[config.mk]
export PLATFORM = sky130hd
export DESIGN_NAME = url_percent_decoder
export DESIGN_NICKNAME = d
export VERILOG_FILES = /design/src/rtl/core/urlpd_pkg.sv /design/src/rtl/core/urlpd_decode.sv /design/src/rtl/core/urlpd_out_buf.sv /design/src/rtl/core/url_percent_decoder.sv
export SDC_FILE = /design/constraint.sdc
export NUM_CORES = 1
export LEC_CHECK = 0
export ABC_AREA = 1
export BUFFER_PORTS_ARGS = -buffer_cell sky130_fd_sc_hd__buf_2
export CAP_MARGIN = 20
export CORE_MARGIN = 2
export CORE_UTILIZATION = 60
export DETAILED_ROUTE_END_ITERATION = 8
export PLACE_DENSITY = 0.8
export SYNTH_ARGS = -nofsm -noshare
export SYNTH_HDL_FRONTEND = slang
export SYNTH_SLANG_ARGS = --single-unit
[constraint.sdc]
create_clock -name clk -period 3.5 [get_ports clk]
set_clock_uncertainty 0.2 [all_clocks]
set_input_delay 0.35 -clock clk [delete_from_list [all_inputs] [get_ports clk]]
set_output_delay 0.35 -clock clk [all_outputs]
set_load 0.01 [all_outputs]
[src/rtl/core/urlpd_pkg.sv]
// Shared types and character constants for the URL percent decoder.
`default_nettype none
package urlpd_pkg;

  // Characters that take part in the escape match
  localparam logic [7:0] CH_PCT  = 8'h25;
  localparam logic [7:0] CH_TWO  = 8'h32;
  localparam logic [7:0] CH_FOUR = 8'h34;
  localparam logic [7:0] CH_ZERO = 8'h30;
  localparam logic [7:0] CH_SEVEN = 8'h37;
  localparam logic [7:0] CH_A    = 8'h41;
  localparam logic [7:0] CH_E    = 8'h45;
  localparam logic [7:0] CH_AT   = 8'h40;

  // Distance from a digit to the character it decodes to
  localparam logic [7:0] DIGIT_OFS  = 8'h10;  // '0'..'7' -> 0x20..0x27
  localparam logic [7:0] LETTER_OFS = 8'h17;  // 'A'..'E' -> 0x2A..0x2E

  // Most result items one input item can cause
  localparam int unsigned MAX_RES = 3;

  // Escape prefix held between items
  typedef enum logic [3:0] {
    PEND_NONE = 4'b0001,
    PEND_PCT  = 4'b0010,
    PEND_TWO  = 4'b0100,
    PEND_FOUR = 4'b1000
  } pend_t;

  typedef struct packed {
    logic [7:0] in_byte;
    logic       in_last;
  } in_item_t;

  typedef struct packed {
    logic [7:0] out_byte;
    logic       out_last;
  } out_item_t;

  // Decode result of one input item, handed to the output buffer
  typedef struct packed {
    out_item_t [MAX_RES-1:0] items;
    logic [1:0]              cnt;
    pend_t                   pend_next;
  } dec_t;

endpackage
`default_nettype wire

[src/rtl/core/urlpd_decode.sv]
// Combinational escape decode of one registered input item.
`default_nettype none
module urlpd_decode (
  input  wire urlpd_pkg::in_item_t item,
  input  wire urlpd_pkg::pend_t    pend,
  output urlpd_pkg::dec_t          dec
);
  import urlpd_pkg::*;

  logic [7:0] b;
  logic [1:0] n;
  pend_t      pn;
  out_item_t [MAX_RES-1:0] res;

  assign b = item.in_byte;

  // Build the result list in order, one slot per emitted byte
  always_comb begin
    res = '0;
    n   = 2'd0;
    pn  = PEND_NONE;
    case (pend)
      PEND_PCT: begin
        if (b == CH_TWO) begin
          pn = PEND_TWO;
        end else if (b == CH_FOUR) begin
          pn = PEND_FOUR;
        end else begin
          res[n].out_byte = CH_PCT;
          n = n + 2'd1;
          if (b == CH_PCT) begin
            pn = PEND_PCT;
          end else begin
            res[n].out_byte = b;
            n = n + 2'd1;
          end
        end
      end
      PEND_TWO: begin
        if (b >= CH_ZERO && b <= CH_SEVEN) begin
          res[n].out_byte = b - DIGIT_OFS;
          n = n + 2'd1;
        end else if (b >= CH_A && b <= CH_E) begin
          res[n].out_byte = b - LETTER_OFS;
          n = n + 2'd1;
        end else begin
          res[n].out_byte = CH_PCT;
          n = n + 2'd1;
          res[n].out_byte = CH_TWO;
          n = n + 2'd1;
          if (b == CH_PCT) begin
            pn = PEND_PCT;
          end else begin
            res[n].out_byte = b;
            n = n + 2'd1;
          end
        end
      end
      PEND_FOUR: begin
        if (b == CH_ZERO) begin
          res[n].out_byte = CH_AT;
          n = n + 2'd1;
        end else begin
          res[n].out_byte = CH_PCT;
          n = n + 2'd1;
          res[n].out_byte = CH_FOUR;
          n = n + 2'd1;
          if (b == CH_PCT) begin
            pn = PEND_PCT;
          end else begin
            res[n].out_byte = b;
            n = n + 2'd1;
          end
        end
      end
      default: begin
        if (b == CH_PCT) begin
          pn = PEND_PCT;
        end else begin
          res[n].out_byte = b;
          n = n + 2'd1;
        end
      end
    endcase

    // Final byte flushes any held prefix and tags the last result
    if (item.in_last) begin
      if (pn != PEND_NONE) begin
        res[n].out_byte = CH_PCT;
        n = n + 2'd1;
        if (pn == PEND_TWO) begin
          res[n].out_byte = CH_TWO;
          n = n + 2'd1;
        end else if (pn == PEND_FOUR) begin
          res[n].out_byte = CH_FOUR;
          n = n + 2'd1;
        end
      end
      pn = PEND_NONE;
      if (n != 2'd0) begin
        res[n - 2'd1].out_last = 1'b1;
      end
    end
  end

  assign dec.items     = res;
  assign dec.cnt       = n;
  assign dec.pend_next = pn;

endmodule
`default_nettype wire

[src/rtl/core/urlpd_out_buf.sv]
// Result buffer: holds the bytes of one decoded item and sends one per cycle while out_stall is low.
`default_nettype none
module urlpd_out_buf (
  input  wire                   clk,
  input  wire                   rst,
  input  wire                   load,
  input  wire urlpd_pkg::dec_t  dec,
  output logic                  can_load,
  output logic                  out_valid,
  input  wire                   out_stall,
  output urlpd_pkg::out_item_t  out_item
);
  import urlpd_pkg::*;

  out_item_t  ent [MAX_RES];
  logic [1:0] cnt;
  logic       pop;

  assign out_valid = (cnt != 2'd0);
  assign out_item  = ent[0];
  assign pop       = out_valid && !out_stall;

  // Room for a new set once the buffer is empty or drains this cycle
  assign can_load = (cnt == 2'd0) || (cnt == 2'd1 && pop);

  // Fill count
  always_ff @(posedge clk) begin
    if (rst) begin
      cnt <= 2'd0;
    end else if (load) begin
      cnt <= dec.cnt;
    end else if (pop) begin
      cnt <= cnt - 2'd1;
    end
  end

  // Entries: load a whole set, or shift toward the head on a send
  always_ff @(posedge clk) begin
    if (load) begin
      ent[0] <= dec.items[0];
      ent[1] <= dec.items[1];
      ent[2] <= dec.items[2];
    end else if (pop) begin
      ent[0] <= ent[1];
      ent[1] <= ent[2];
    end
  end

endmodule
`default_nettype wire

[src/rtl/core/url_percent_decoder.sv]
// Top level of the URL percent decoder: input register, prefix state, decode, result buffer.
//
//   channel | direction | handshake            | payload
//   --------+-----------+----------------------+---------------------------
//   in      | sink      | in_valid / in_stall   | in_item  (in_byte, in_last)
//   out     | source    | out_valid / out_stall | out_item (out_byte, out_last)
//
// An accepted item waits in the input register until the result buffer can take it,
// then decodes into the buffer, from which its first result is sent.
// An item causing zero or one result keeps the rate at one item per cycle while out_stall is low;
// one causing more results holds the next item in the input register until the buffer sends its last result.
// Synchronous reset empties both registers and clears the held prefix.
// out_stall reaches in_stall combinationally through the buffer's load check.
`default_nettype none
module url_percent_decoder (
  input  wire                   clk,
  input  wire                   rst,
  input  wire                   in_valid,
  output logic                  in_stall,
  input  wire urlpd_pkg::in_item_t in_item,
  output logic                  out_valid,
  input  wire                   out_stall,
  output urlpd_pkg::out_item_t  out_item
);
  import urlpd_pkg::*;

  in_item_t in_r;
  logic     in_valid_r;
  pend_t    pend;
  dec_t     dec;
  logic     can_load;
  logic     load;

  assign load     = in_valid_r && can_load;
  assign in_stall = in_valid_r && !load;

  // Input register
  always_ff @(posedge clk) begin
    if (rst) begin
      in_valid_r <= 1'b0;
    end else if (in_valid && !in_stall) begin
      in_valid_r <= 1'b1;
    end else if (load) begin
      in_valid_r <= 1'b0;
    end
  end

  always_ff @(posedge clk) begin
    if (in_valid && !in_stall) begin
      in_r <= in_item;
    end
  end

  // Held escape prefix advances when an item moves into the buffer
  always_ff @(posedge clk) begin
    if (rst) begin
      pend <= PEND_NONE;
    end else if (load) begin
      pend <= dec.pend_next;
    end
  end

  urlpd_decode u_decode (
    .item (in_r),
    .pend (pend),
    .dec  (dec)
  );

  urlpd_out_buf u_out_buf (
    .clk       (clk),
    .rst       (rst),
    .load      (load),
    .dec       (dec),
    .can_load  (can_load),
    .out_valid (out_valid),
    .out_stall (out_stall),
    .out_item  (out_item)
  );

  // A final byte always yields at least one result
  a_last_has_result: assert property (@(posedge clk) disable iff (rst)
    load && in_r.in_last |-> dec.cnt != 2'd0)
    else $error("final item decoded to no result");

  // A final byte leaves no prefix behind
  a_last_clears_pend: assert property (@(posedge clk) disable iff (rst)
    load && in_r.in_last |=> pend == PEND_NONE)
    else $error("prefix still held after final item");

  // An empty buffer never holds back a waiting item
  a_empty_takes_item: assert property (@(posedge clk) disable iff (rst)
    !out_valid && in_valid_r |-> !in_stall)
    else $error("input stalled while result buffer empty");

endmodule
`default_nettype wire

==> flow_summary_export.csv <==
group,metric,value,unit
outcome,status,"completed",
synth,synth_edf_count,36,
drt,totalWireLength,6.124,mm
synth,netlist_area,2897,um^2
setup_path,crit_type,"flip-flop to flip-flop",
power_and_ir_drop,p_sw_frac,0.3027,
synth,yosysTopAreaCell,"edfxtp_1",
power_and_ir_drop,p_comb_frac,0.249,
drt,drt_iter0_drc,223,
floorplanning,fp.dieH,73.48,um
setup_path,crit_chain,"inv_1 -> ha_1 -> a21oi_1 -> nor2_1 -> inv_2 -> nand2_1 -> inv_2 -> a22o_1",
setup_path,crit_top_cell,"inv_2",
power_and_ir_drop,p_int,1126,uW
floorplanning,coreArea,4692,um^2
synth,synth.top_cell.area_share,0.3732,
synth,synth_cell_types,37,
setup_path,crit_arrival,3.13,ns
setup_path,crit_required,3.36,ns
clock_network,cts.reportedPaths.clkPinSlew,0.09,ns
final_layout,fill_cells,410,
drt,drc,0,
final_layout,final_nets,402,
synth,ys_seq_area_frac,0.4216,
synth,synthSimpleGateAreaFrac,0.2739,
sta,fmax,305.8,MHz
global_routing,grt_start_max_net_pins,19,
setup_path,slowest_delay,0.84,ns
placement,dp_hpwl,4.639,mm
power_and_ir_drop,power,1615,uW
drt,route.antenna.remaining_nets,0,
power_and_ir_drop,p_per_area,519.0,nW/um^2
final_layout,layout-drive-gt1-share,0.1609,
clock_network,cts_setup_buffers,0,
drt,viasPerCell,5.602,
setup_path,crit_buf_inv,3,
floorplanning,io_pins,24,
clock_network,tritoncts,"yes",
synth,synthAdderAreaFrac,0.07343,
global_routing,antenna_found_initial,0,
placement,gp_congestion,0.9679,
global_routing,grt_overflow_total,0,
synth,yosysWarnings,0,
final_layout,multi_input_area,1365,um^2
synth,synth.top_cells.by_count,"nand2_1 (87), inv_1 (47), edfxtp_1 (36)",
floorplanning,initial_core_util,0.6173,
sta,maxSlewHeadroom,0.2573,
final_layout,synthToLayoutAreaGrowth,7.430,%
floorplanning,die_area,5399,um^2
clock_network,clock_sink_count,43,
synth,synth_cells,356,
sta,report.final.hold_viol_count,0,
power_and_ir_drop,clock_power_share,0.283,
clock_network,cts_buffers,5,
sta,tns,0,ns
clock_network,h-tree-depth,2,
sta,tightest_slew,1.110,ns
global_routing,grt_pass1_wl,10.02,mm
synth,synth_area_leaders,"edfxtp_1 (37%), nand2_1 (11%), ha_1 (7.3%)",
global_routing,grt_pass1_vias,2182,
setup_path,cpLargestDelayFamily,"simple AND/OR/NAND/NOR gates",
global_routing,grt_usage,0.2434,
power_and_ir_drop,power.switching,488.8,uW
power_and_ir_drop,seqPwrFrac,0.468,
clock_network,cts_root_buf,"clkbuf_8",
placement,port_buffers,23,
floorplanning,fp-row-count,25,
setup_path,slowest_stage,"nor2_1",
synth,synth-compound-area-share,0.1179,
sta,period_needed,3.270,ns
setup_path,cp_max_fo,18,
synth,synth-seq-cells,43,
synth,muxShareOfSynthArea,0,
sta,fin_crit_sh,0.9344,
floorplanning,die_w,73.48,um
drt,via_count,2392,
synth,async_reset_ff_frac,0,
clock_network,cts_resized,0,
final_layout,diodes,0,
setup_path,worstSetupStartpointType,"flip-flop",
flow_run,maxCapViolCount,0,
sta,rsz0062_at_grt,"false",
sta,finalSetupViolations,0,
synth,synth_ff_type,"edfxtp_1",
synth,yosysMostFrequentCell,"nand2_1",
synth,synth_nets,386,
setup_path,crit_path_end_kind,"flip-flop",
power_and_ir_drop,ir_worst_vdd,0.0002765,V
clock_network,clockBufferDepth,2,
placement,pre_cts_slack,0.3120,ns
drt,firstDrtPassIters,5,
final_layout,register_area,1221,um^2
placement,placed_cell_area,2979,um^2
clock_network,hold_buffers,0,
power_and_ir_drop,leakage,0.001437,uW
final_layout,design_area,3112,um^2
clock_network,insertion_delay,0.30,ns
synth,synth_top_family_by_area,"simple AND/OR/NAND/NOR gates",
drt,wl_per_cell,14.34,um
synth,synth_area_per_cell,8.136,um^2
sta,maxSlewViolCount,0,
sta,layout_setup_ws,0.2298,ns
synth,synth_xor_area_frac,0.006048,
hold_path,min_path_type,"input port to flip-flop",
routing by layer:
layer,vias to the layer above,wire (um),global-route usage
met3,12,293,0.04252
met5,-,0,0
met2,81,2883,0.3750
met4,0,99,0.08485
met1,1099,2846,0.3456
li1,1200,-,-
worst paths after layout:
kind / start / endpoint / slack (ns) / depth (start not counted)
min reg2reg: u_out_buf.cnt[1]$_SDFFE_PP0P_ / u_out_buf.cnt[1]$_SDFFE_PP0P_ / 0.27 / 2
max reg2reg: u_out_buf.cnt[0]$_SDFFE_PP0P_ / u_out_buf.ent[0][4]$_DFFE_PP_ / 0.23 / 8
min: in_item[6] / in_r[6]$_DFFE_PP_ / 0.01 / 1
max: u_out_buf.cnt[0]$_SDFFE_PP0P_ / u_out_buf.ent[0][4]$_DFFE_PP_ / 0.23 / 8
layout make-up:
cell class                 instances  share of cell area
multi-input combinational        244              0.4387
sequential                        43              0.3924
inverter                          54             0.06514
timing repair buffer              24             0.03941
clock buffer                       6             0.02332
tap                               54             0.02171
clock inverter                     2             0.01930
through the flow:
stage / cells / hold WS, ns / utilization
floorplan: 356 / 0.2191 / -
global placement: 419 / 0.2586 / 0.6349
detailed placement: 419 / 0.2597 / 0.6349
CTS: 427 / 0.01690 / 0.6632
global route: 427 / 0.01414 / 0.6632
finish: 427 / 0.01351 / 0.6632
layout by cell type, fill, tap and decap left out, types with 5 or more instances in the layout:
master | netlist | layout
clkbuf_8 | 0 | 5
nand3_2 | 5 | 5
edfxtp_1 | 36 | 36
dfxtp_1 | 7 | 7
inv_1 | 47 | 47
nand2_1 | 87 | 87
o21ai_0 | 17 | 17
nand3_1 | 24 | 24
o21ai_1 | 7 | 7
nand4_1 | 6 | 6
buf_2 | 2 | 23
nor2_1 | 27 | 27
inv_2 | 7 | 7
a21oi_1 | 17 | 17
ha_1 | 17 | 17
flip-flops by register name, summed over array words and instances, names as in the netlist:
register,cells
u_out_buf.ent,27
in_r,9
pend,4
u_out_buf.cnt,2
in_valid_r,1
cell families (layout without fill, tap and decap cells):
group | after synthesis | in the layout
XOR/XNOR | 2 | 2
buffers and inverters | 69 | 86
AND/OR/NAND/NOR | 167 | 167
flip-flops | 43 | 43
AO/OA/AOI/OAI | 58 | 58
adder cells (fa/ha/maj) | 17 | 17
worst reg2reg max path, cell delays in order, from the launching register on:
cell	delay, ns
dfxtp_1	0.32
inv_1	0.08
ha_1	0.20
a21oi_1	0.08
nor2_1	0.84
inv_2	0.21
nand2_1	0.53
inv_2	0.29
a22o_1	0.30
power groups by stage:
stage | registers (uW) | logic (uW) | clock network [uW]
finish | 756 | 402 | 457
global route | 770 | 454 | 474
CTS | 757 | 403 | 458
detailed placement | 768 | 400 | 0
global placement | 765 | 390 | 0
floorplan | 754 | 339 | 0
Note: power is estimated with default switching activity, not from simulation.
